**config.mk**
```make
export PLATFORM = sky130hd
export DESIGN_NAME = packed_index_unpacker_top
export DESIGN_NICKNAME = d
export VERILOG_FILES = /design/src/hdl/piu_pkg.sv /design/src/hdl/packed_index_unpacker_top.sv
export SDC_FILE = /design/constraint.sdc
export NUM_CORES = 1
export LEC_CHECK = 0
export BUFFER_PORTS_ARGS = -buffer_cell sky130_fd_sc_hd__buf_2
export CAP_MARGIN = 20
export CORE_MARGIN = 8
export CORE_UTILIZATION = 40
export CTS_CLUSTER_DIAMETER = 60
export CTS_CLUSTER_SIZE = 16
export DETAILED_ROUTE_END_ITERATION = 8
export PLACE_DENSITY = 0.63
export SYNTH_ARGS = -nofsm -noshare
export SYNTH_HDL_FRONTEND = slang
export SYNTH_SLANG_ARGS = --single-unit
```
**constraint.sdc**
```tcl
create_clock -name clk_i -period 15.02 [get_ports clk_i]
set_clock_uncertainty 0.2 [all_clocks]
set_input_delay 1.502 -clock clk_i [delete_from_list [all_inputs] [get_ports clk_i]]
set_output_delay 1.502 -clock clk_i [all_outputs]
set_load 0.05 [all_outputs]
```
**src/hdl/piu_pkg.sv**
```systemverilog
// Shared types, constants and a helper function for the packed index unpacker.
package piu_pkg;

  localparam int unsigned WORD_BITS      = 64;
  localparam int unsigned ENTRY_COUNT    = 4096;
  localparam int unsigned MAX_ENTRY_BITS = 16;

  localparam int unsigned POS_W   = 13;
  localparam int unsigned POS_OUT = 12;
  localparam int unsigned BITS_W  = 5;
  localparam int unsigned LEFT_W  = 7;
  localparam int unsigned TDATA_W = 32;

  // Configuration register indexes.
  localparam logic CFG_BITS_PER_ENTRY = 1'b0;
  localparam logic CFG_CARRY_MODE     = 1'b1;

  typedef enum logic [1:0] {
    ST_IDLE,
    ST_CARRY,
    ST_RUN
  } piu_state_e;

  // Low-order mask of n ones, with n from 0 up to MAX_ENTRY_BITS.
  function automatic logic [MAX_ENTRY_BITS-1:0] low_mask(input logic [BITS_W-1:0] n);
    logic [MAX_ENTRY_BITS:0] m;
    m = ({{MAX_ENTRY_BITS{1'b0}}, 1'b1} << n) - {{MAX_ENTRY_BITS{1'b0}}, 1'b1};
    return m[MAX_ENTRY_BITS-1:0];
  endfunction

endpackage

```
**src/hdl/packed_index_unpacker_top.sv**
```systemverilog
// Packed index unpacker: one shared barrel shifter stepped by a small sequencer.
// A word is taken in the idle state; its first entry is registered in the output register
// once the sequencer is in the carry or run state. A new word is taken only after the last
// one is unpacked: 64/width entries rounded down, or the joined entry and (64 - width + carried)/width
// more. A full output register that is not taken stalls the sequencer while entries are emitted.
// Reset clears the sequencer, carry and position count; width 4, discard mode.
module packed_index_unpacker_top
  import piu_pkg::*;
(
  input  logic                       clk_i,
  input  logic                       rst_ni,
  // Configuration write channel.
  input  logic                       cfg_valid_i,
  output logic                       cfg_ready_o,
  input  logic                       cfg_index_i,
  input  logic [BITS_W-1:0]          cfg_data_i,
  // Input word stream.
  input  logic                       s_axis_tvalid_i,
  output logic                       s_axis_tready_o,
  input  logic [WORD_BITS-1:0]       s_axis_tdata_i,   // [63:0] data_word
  input  logic                       s_axis_tuser_i,   // [0] first_word
  // Output entry stream.
  output logic                       m_axis_tvalid_o,
  input  logic                       m_axis_tready_i,
  output logic [TDATA_W-1:0]         m_axis_tdata_o,   // [15:0] entry_value,
                                                       // [27:16] entry_position, zero pad
  output logic                       m_axis_tlast_o    // last_of_word
);

  piu_state_e state_q, state_d;

  logic [BITS_W-1:0]         bits_cfg_q;
  logic                      carry_cfg_q;
  logic [WORD_BITS-1:0]      word_q;
  logic [LEFT_W-1:0]         left_q;
  logic [MAX_ENTRY_BITS-1:0] carried_q;
  logic [BITS_W-1:0]         carried_cnt_q;
  logic [POS_W-1:0]          pos_q;

  logic                      out_valid_q;
  logic [MAX_ENTRY_BITS-1:0] out_value_q;
  logic [POS_OUT-1:0]        out_pos_q;
  logic                      out_last_q;

  logic                      accept;
  logic [BITS_W-1:0]         width;
  logic [MAX_ENTRY_BITS-1:0] mask;
  logic [BITS_W-1:0]         cnt_eff;
  logic [POS_W-1:0]          pos_eff;
  logic [BITS_W-1:0]         shamt;
  logic [WORD_BITS-1:0]      shifted;
  logic [LEFT_W-1:0]         left_next;
  logic                      emit_ok;
  logic                      step;
  logic                      word_done;
  logic [MAX_ENTRY_BITS-1:0] joined;
  logic [MAX_ENTRY_BITS-1:0] entry;

  assign cfg_ready_o     = 1'b1;
  assign accept          = s_axis_tvalid_i && s_axis_tready_o;
  assign width           = (bits_cfg_q > BITS_W'(MAX_ENTRY_BITS)) ?
                           BITS_W'(MAX_ENTRY_BITS) : bits_cfg_q;
  assign mask            = low_mask(width);
  assign cnt_eff         = s_axis_tuser_i ? '0 : carried_cnt_q;
  assign pos_eff         = s_axis_tuser_i ? '0 : pos_q;

  // The one shifter: it drops the bits that completed the carried entry, or one entry.
  assign shamt     = (state_q == ST_CARRY) ? (width - carried_cnt_q) : width;
  assign shifted   = word_q >> shamt;
  assign left_next = left_q - LEFT_W'(shamt);

  assign emit_ok   = pos_q < POS_W'(ENTRY_COUNT);
  assign step      = (state_q != ST_IDLE) && (!emit_ok || !out_valid_q || m_axis_tready_i);
  assign word_done = (state_q == ST_RUN) && (left_next < LEFT_W'(width));

  assign joined = (word_q[MAX_ENTRY_BITS-1:0] << carried_cnt_q) | carried_q;
  assign entry  = ((state_q == ST_CARRY) ? joined : word_q[MAX_ENTRY_BITS-1:0]) & mask;

  // Next-state logic.
  always_comb begin
    state_d = state_q;
    unique case (state_q)
      ST_IDLE: begin
        if (accept && width != '0) begin
          state_d = (cnt_eff != '0 && cnt_eff < width) ? ST_CARRY : ST_RUN;
        end
      end
      ST_CARRY: begin
        if (step) begin
          state_d = ST_RUN;
        end
      end
      ST_RUN: begin
        if (step && word_done) begin
          state_d = ST_IDLE;
        end
      end
      default: state_d = ST_IDLE;
    endcase
  end

  // Output logic of the sequencer.
  always_comb begin
    s_axis_tready_o = 1'b0;
    unique case (state_q)
      ST_IDLE:  s_axis_tready_o = 1'b1;
      ST_CARRY: s_axis_tready_o = 1'b0;
      ST_RUN:   s_axis_tready_o = 1'b0;
      default:  s_axis_tready_o = 1'b0;
    endcase
  end

  always_ff @(posedge clk_i or negedge rst_ni) begin
    if (!rst_ni) begin
      state_q       <= ST_IDLE;
      bits_cfg_q    <= BITS_W'(4);
      carry_cfg_q   <= 1'b0;
      carried_q     <= '0;
      carried_cnt_q <= '0;
      pos_q         <= '0;
      out_valid_q   <= 1'b0;
    end else begin
      state_q <= state_d;

      if (cfg_valid_i && cfg_ready_o) begin
        unique case (cfg_index_i)
          CFG_BITS_PER_ENTRY: bits_cfg_q  <= cfg_data_i;
          CFG_CARRY_MODE:     carry_cfg_q <= cfg_data_i[0];
          default: ;
        endcase
      end

      if (accept) begin
        pos_q <= pos_eff;
        if (width == '0 || s_axis_tuser_i) begin
          carried_q     <= '0;
          carried_cnt_q <= '0;
        end
      end

      if (step && emit_ok) begin
        out_valid_q <= 1'b1;
      end else if (m_axis_tready_i) begin
        out_valid_q <= 1'b0;
      end

      if (step) begin
        if (emit_ok) begin
          pos_q <= pos_q + POS_W'(1);
        end
        // At the end of a word the leftover top bits are kept or thrown away.
        if (word_done) begin
          if (carry_cfg_q && left_next != '0) begin
            carried_q     <= shifted[MAX_ENTRY_BITS-1:0] & low_mask(left_next[BITS_W-1:0]);
            carried_cnt_q <= left_next[BITS_W-1:0];
          end else begin
            carried_q     <= '0;
            carried_cnt_q <= '0;
          end
        end
      end
    end
  end

  // Datapath and payload registers.
  always_ff @(posedge clk_i) begin
    if (accept) begin
      word_q <= s_axis_tdata_i;
      left_q <= LEFT_W'(WORD_BITS);
    end else if (step) begin
      word_q <= shifted;
      left_q <= left_next;
    end
    if (step && emit_ok) begin
      out_value_q <= entry;
      out_pos_q   <= pos_q[POS_OUT-1:0];
      // The last beat of a word is its final entry, or the one that fills the section.
      out_last_q  <= word_done || (pos_q == POS_W'(ENTRY_COUNT - 1));
    end
  end

  assign m_axis_tvalid_o = out_valid_q;
  assign m_axis_tdata_o  = {{(TDATA_W - MAX_ENTRY_BITS - POS_OUT){1'b0}}, out_pos_q, out_value_q};
  assign m_axis_tlast_o  = out_last_q;

endmodule
```
# --- Yosys cells after proc, flatten, opt, wreduce, memory -nomap -nowiden ---
# Index checks and enable logic that the tools add are counted.
totals:
  reg_bits: 143
  inputBits: 76
  output_inout_bits: 36
  word_cells: 88
op_classes:
  addsub: 5
  n_lt_le_gt_ge: 4
  n_eq_ne: 6
  shift: 4
  mux: 28
  n_bitwise: 4
  n_reduce_logical: 25
ops:
  columns: ["operator", "count"]
  rows:
  - ["two-way mux 64 bit", 2]
  - ["two-way mux 16 bit", 6]
  - ["right shift 64 x 5 -> 64 bit", 1]
  - ["two-way mux 13 bit", 4]
  - ["two-way mux 5 bit", 8]
  - ["bitwise AND 16 bit", 2]
  - ["left shift 1 x 5 -> 16 bit, first input constant", 2]
  - ["subtractor 16 x 1 -> 16 bit, second input constant", 2]
  - ["bitwise OR 16 bit", 1]
  - ["left shift 16 x 5 -> 16 bit", 1]
  - ["adder 13 x 1 -> 13 bit, second input constant", 1]
  - ["equality test 13 x 12 -> 1 bit, second input constant", 1]
  - ["less-than comparator 13 bit, second input constant", 1]
  - ["nonzero test 5 bit", 2]
  - ["logical AND 1 bit", 8]
  - ["two-way mux 2 bit", 4]
  - ["less-than comparator 7 x 5 -> 1 bit", 1]
  - ["nonzero test 7 bit", 1]
  - ["subtractor 7 x 5 -> 7 bit", 1]
  - ["one-hot mux 2 bit (3 select lines)", 1]
  - ["nonzero test 2 bit", 3]
  - ["greater-than comparator 5 bit, second input constant", 1]
  - ["logical NOT 5 bit", 1]
  - ["less-than comparator 5 bit", 1]
  - ["other kinds (12)", 20]

# --- Logic depth before layout (Yosys ltp) ---
depth:
  ltp_word: 11
  depth_mapped: 28
  ltp_nobuf: 24

# --- Least setup slack after synthesis ---
# OpenSTA, ideal clock, no wires.
synth_timing:
  kind: "register to register"
  startpoint: "reg carried_cnt_q[1]"
  endpoint: "reg carried_q[14]"
  setup_time_ns: 0.122
  arrival_time_ns: 6.202
  t_required_ns: 14.698
  setup_slack_ns: 8.497
  path_stages_with_launch: 24
  path_buffers: 5
  synth_period_minus_slack_ns: 6.523
  path_cell_list: "dfrtp_1 > clkbuf_1 > clkbuf_1 > inv_1 > fa_1 > nand2_1 > o21ai_1 > inv_2 > buf_2 > buf_1 > ha_1 > a21o_1 > maj3_4 > a21o_1 > nand2_1 > inv_1 > ha_1 > a21o_1 > a2111oi_0 > o41ai_4 > nor3_2 > o21ba_2 > buf_4 > a32o_1"
synth_via:
  elab_chain_cells: 9
  word_cells_on_any_way: 14
  cone_classes: "3 x add/sub; 1 x order compare; 2 x shift; 4 x mux; 1 x bitwise; 3 x reduce/logical"
synth_lines:
  columns: ["item", "line_no", "source"]
  rows:
  - ["from (decl)", "packed_index_unpacker_top.sv:37", "logic [BITS_W-1:0] carried_cnt_q;"]
  - ["from (signal assigned)", "packed_index_unpacker_top.sv:155", "carried_cnt_q <= left_next[BITS_W-1:0];"]
  - ["subtractor 5 bit (*)", "packed_index_unpacker_top.sv:68", "assign shamt = (state_q == ST_CARRY) ? (width - carried_cnt_q) : width;"]
  - ["two-way mux 5 bit (*)", "packed_index_unpacker_top.sv:68", null]
  - ["subtractor 7 x 5 -> 7 bit", "packed_index_unpacker_top.sv:70", "assign left_next = left_q - LEFT_W'(shamt);"]
  - ["left shift 1 x 5 -> 16 bit", "piu_pkg.sv:27", "m = ({{MAX_ENTRY_BITS{1'b0}}, 1'b1} << n) - {{MAX_ENTRY_BITS{1'b0}}, 1'b1};"]
  - ["subtractor 16 x 1 -> 16 bit", "piu_pkg.sv:27", null]
  - ["bitwise AND 16 bit", "packed_index_unpacker_top.sv:154", "carried_q <= shifted[MAX_ENTRY_BITS-1:0] & low_mask(left_next[BITS_W-1:0]);"]
  - ["two-way mux 16 bit", "packed_index_unpacker_top.sv:153", "if (carry_cfg_q && left_next != '0) begin"]
  - ["two-way mux 16 bit (*)", "packed_index_unpacker_top.sv:152", "if (word_done) begin"]
  - ["two-way mux 16 bit (*)", "packed_index_unpacker_top.sv:147", "if (step) begin"]
  - ["to (signal assigned)", "packed_index_unpacker_top.sv:154", null]
  - ["to (decl)", "packed_index_unpacker_top.sv:36", "logic [MAX_ENTRY_BITS-1:0] carried_q;"]
# Every way passes the cells marked *; elsewhere a longest branch is shown, timed or not.
# A chain may end at the register's enable or synchronous reset.

# --- Worst setup path after layout ---
layout_timing:
  startpoint: "reg carried_cnt_q[1]"
  endpoint: "reg carried_q[12]"
layout_via:
  elab_chain_cells: 9
  word_cells_on_any_way: 14
  cone_classes: "3 x add/sub; 1 x order compare; 2 x shift; 4 x mux; 1 x bitwise; 3 x reduce/logical"
layout_lines:
  columns: ["item", "line_no", "source"]
  rows:
  - ["subtractor 5 bit (*)", "packed_index_unpacker_top.sv:68", null]
  - ["two-way mux 5 bit (*)", "packed_index_unpacker_top.sv:68", null]
  - ["subtractor 7 x 5 -> 7 bit (*)", "packed_index_unpacker_top.sv:70", null]
  - ["net left_next[2]", "packed_index_unpacker_top.sv:52", "logic [LEFT_W-1:0] left_next;"]
  - ["left shift 1 x 5 -> 16 bit", "piu_pkg.sv:27", null]
  - ["subtractor 16 x 1 -> 16 bit", "piu_pkg.sv:27", null]
  - ["bitwise AND 16 bit", "packed_index_unpacker_top.sv:154", null]
  - ["two-way mux 16 bit", "packed_index_unpacker_top.sv:153", null]
  - ["two-way mux 16 bit (*)", "packed_index_unpacker_top.sv:152", null]
  - ["two-way mux 16 bit (*)", "packed_index_unpacker_top.sv:147", null]
# Mark *: on every way through the listed nets, which the timed path passes. The rest lies on a longest branch.

==> impl_metrics.csv <==
group,metric,value,unit
outcome,status,"completed",
power_and_ir_drop,p_per_area,233,nW/um2
power_and_ir_drop,p_int,0.00147,W
global_route,first_global_vias,9395,
critical_path,critPathRequiredTime,15.19,ns
sta,finalSetupViolCount,0,
synth,synthTopCellsByCount,"mux2i_1, nand2_1, nor2_1, edfxtp_1, o21ai_0",
die,fp.dieArea,33000,um2
critical_path,crit_arrival,7.99,ns
sta,hold_viol,0,
synth,mappedNetlistArea,11000,um2
hold_path,min_path_type,"reg -> reg",
clock_network,cts-root-buf,"clkbuf_16",
route,wirelength,33500,um
sta,worst_slew_pin_slew,0.999,ns
final_layout,syn_to_final_growth,12.0,%
synth,avgSynthCellArea,9.06,um2
hold_path,hp-start,"left_q[0]",
critical_path,worstReg2RegStart,"carried_cnt_q[1]",
power_and_ir_drop,pwr-share-clk,0.155,
critical_path,worst_setup_path_end_kind,"flip-flop",
critical_path,timing.critical_path.from,"carried_cnt_q[1]",
clock_network,cts_sinks,143,
power_and_ir_drop,peakVddDrop,0.000100,V
critical_path,reg2reg_depth,18,
clock_network,tritoncts,"done",
final_layout,multi_input_area,6500,um2
sta,period_needed,7.82,ns
critical_path,cp-endpoint,"carried_q[12]",
route,firstDrtPassIters,6,
global_route,grt_pass1_wl,52200,um
die,die_height,182,um
die,core,27000,um2
clock_network,clk_pin_slew,0.07,ns
critical_path,crit_family,"buffers and inverters",
sta,whs,0.285,ns
synth,synth_area_leaders,"edfxtp_1, mux2i_1, dfrtp_1",
die,ioPinCount,112,
synth,yosysTopAreaCellShare,0.254,
critical_path,cpPeakStageDelay,0.88,ns
sta,clock.fmax,0.128,GHz
critical_path,reg2reg_to,"carried_q[12]",
synth,yosys_warnings,0,
route,wl_per_cell,20.7,um
final_layout,nNetsFinal,1356,
synth,ys_ff_latch,143,
route,first_iter_violations,1073,
global_route,gr-total-overflow,0,
place,hpwl,24300,um
critical_path,cp_slowest_cell,"dfrtp_1",
synth,synth_top_area_cell,"edfxtp_1",
route,drt.antenna.violating_nets,0,
sta,max_slew_margin,0.334,
synth,postSynthCellCount,1213,
power_and_ir_drop,power_leakage,5.27,nW
sta,setup_slack,7.20,ns
route,avgViaCountPerCell,5.99,
power_and_ir_drop,p_seq_frac,0.285,
place,pre_cts_slack,7.18,ns
place,numPortBuffers,106,
critical_path,startpoint_type,"flip-flop",
power_and_ir_drop,power_frac_comb,0.560,
power_and_ir_drop,switching_share,0.487,
power_and_ir_drop,switchingPower,0.00140,W
route,route.detailed.drc,0,
critical_path,crit_path_cell_trace,"inv_1 -> fa_1 -> nand2_1 -> o21ai_4 -> buf_4 -> inv_2 -> fa_1 -> xnor2_1 -> xnor2_1 -> clkinv_1 -> ha_1 -> a21o_1 -> a21o_1 -> a2111oi_0 -> o41ai_4 -> nor4b_4 -> and2_1 -> a32o_1",
final_layout,n_antenna_cell,0,
place,place_area,11700,um2
clock_network,htreeDepth,4,
sta,rsz0062_at_grt,"no",
clock_network,cts_resized,0,
clock_network,cts_setup_buffers,0,
critical_path,cp_num_cells,18,
die,initial_core_util,0.408,
global_route,gr-usage-all-layers,0.198,
final_layout,drive_above_1_share,0.159,
sta,setup-tns-final,0,ns
clock_network,clock_latency,0.44,ns
synth,synth_most_common_cell,"mux2i_1",
final_layout,fin_area,12300,um2
sta,period_share,0.521,
synth,ys_async_sr_fraction,0.301,
critical_path,critPathMaxFanout,39,
die,die_w,182,um
synth,ys_seq_area_frac,0.365,
synth,synthFlopType,"edfxtp_1",
sta,maxSlewViolCount,0,
final_layout,fillers,2617,
critical_path,r2r_setup_slack,7.20,ns
critical_path,criticalPathCategory,"reg -> reg",
final_layout,ff_latch_area,4010,um2
clock_network,cts_hold_buffers,0,
clock_network,clk_path_buf_depth,2,
clock_network,cts_buffers,17,
die,fp-row-count,60,
job,drv_cap,0,
synth,synth_edf_count,93,
global_route,antenna_found_initial,0,
critical_path,path_buf_inv,4,
place,routabilityCongestion,0.994,
synth,synth_cell_types,78,
route,via_count,9673,
global_route,grt_max_degree,87,
==> worst min path at each step <==
stage	endpoint	slack (ns)	cells past startpoint
global placement	left_q[0]	0.26	2
finish	left_q[0]	0.29	2
detailed placement	left_q[0]	0.28	2
global route	out_pos_q[4]	0.32	0
floorplan	left_q[0]	0.24	2
CTS	left_q[0]	0.29	2
==> final cells by class <==
type                       instances  area share
multi-input combinational        947       0.528
sequential                       143       0.326
timing repair buffer             121      0.0529
clock buffer                      18      0.0349
tap                              341      0.0347
clock inverter                    14      0.0141
inverter                          32     0.00976
==> power by group through the flow <==
stage	clock network (W)	logic (W)	registers, W
floorplan	0	0.00111	0.000856
global placement	0	0.00157	0.000818
detailed placement	0	0.00158	0.000821
CTS	0.000448	0.00159	0.000815
global route	0.000461	0.00175	0.000840
finish	0.000446	0.00161	0.000819
==> flip-flops by register name (all words and copies together) (netlist names) <==
register	count
pos_q	13
left_q	7
carried_q	16
m_axis_tlast_o	1
state_q	2
bits_cfg_q	5
out_pos_q	12
carried_cnt_q	5
m_axis_tvalid_o	1
out_value_q	16
word_q	64
carry_cfg_q	1
==> tightest hold or removal path, delay by kind of cell (launching register included) <==
| kind | cells | cell delay [ns] |
|---|---|---|
| AO/OA/AOI/OAI | 1 | 0.07 |
| flip-flops | 1 | 0.33 |
| AND/OR/NAND/NOR | 1 | 0.06 |
==> cells by family after synthesis <==
kind of cell | share of synthesized area
other cells | 0.000683
compound gates | 0.169
fa+ha+maj | 0.0279
simple gates | 0.159
mux | 0.219
xor+xnor | 0.0105
buf+inv | 0.0488
flops | 0.365
==> placed cells by master, fill, tap and decap left out, types with 10 or more instances in the layout <==
master	netlist	routed
nand2_1	178	176
nor2_1	103	103
ha_1	16	16
inv_1	25	25
nor3_1	21	21
o21ai_0	64	64
edfxtp_1	93	93
clkbuf_16	0	17
a22o_1	17	17
a21o_1	10	10
mux2i_1	209	208
and3_1	13	13
nand3_1	38	38
a21oi_1	61	61
dfrtp_1	42	42
buf_4	7	14
buf_2	18	106
a211oi_1	20	20
mux2_2	20	20
a31oi_1	31	31
==> metrics by stage <==
step	total power [W]	cells	utilization
CTS	0.00286	1615	0.456
finish	0.00287	1616	0.457
global route	0.00305	1616	0.457
floorplan	0.00196	1216	-
detailed placement	0.00241	1583	0.434
global placement	0.00239	1583	0.434
==> routing by layer <==
metal  global-route usage  vias up  part of all wire
li1                     -     4572                 -
met3               0.0333       58             0.064
met1                0.265     4623              0.44
met2                0.321      420              0.47
met4               0.0617        0             0.024
met5                    0        -                 0
Note: power is estimated with default switching activity, not from simulation.
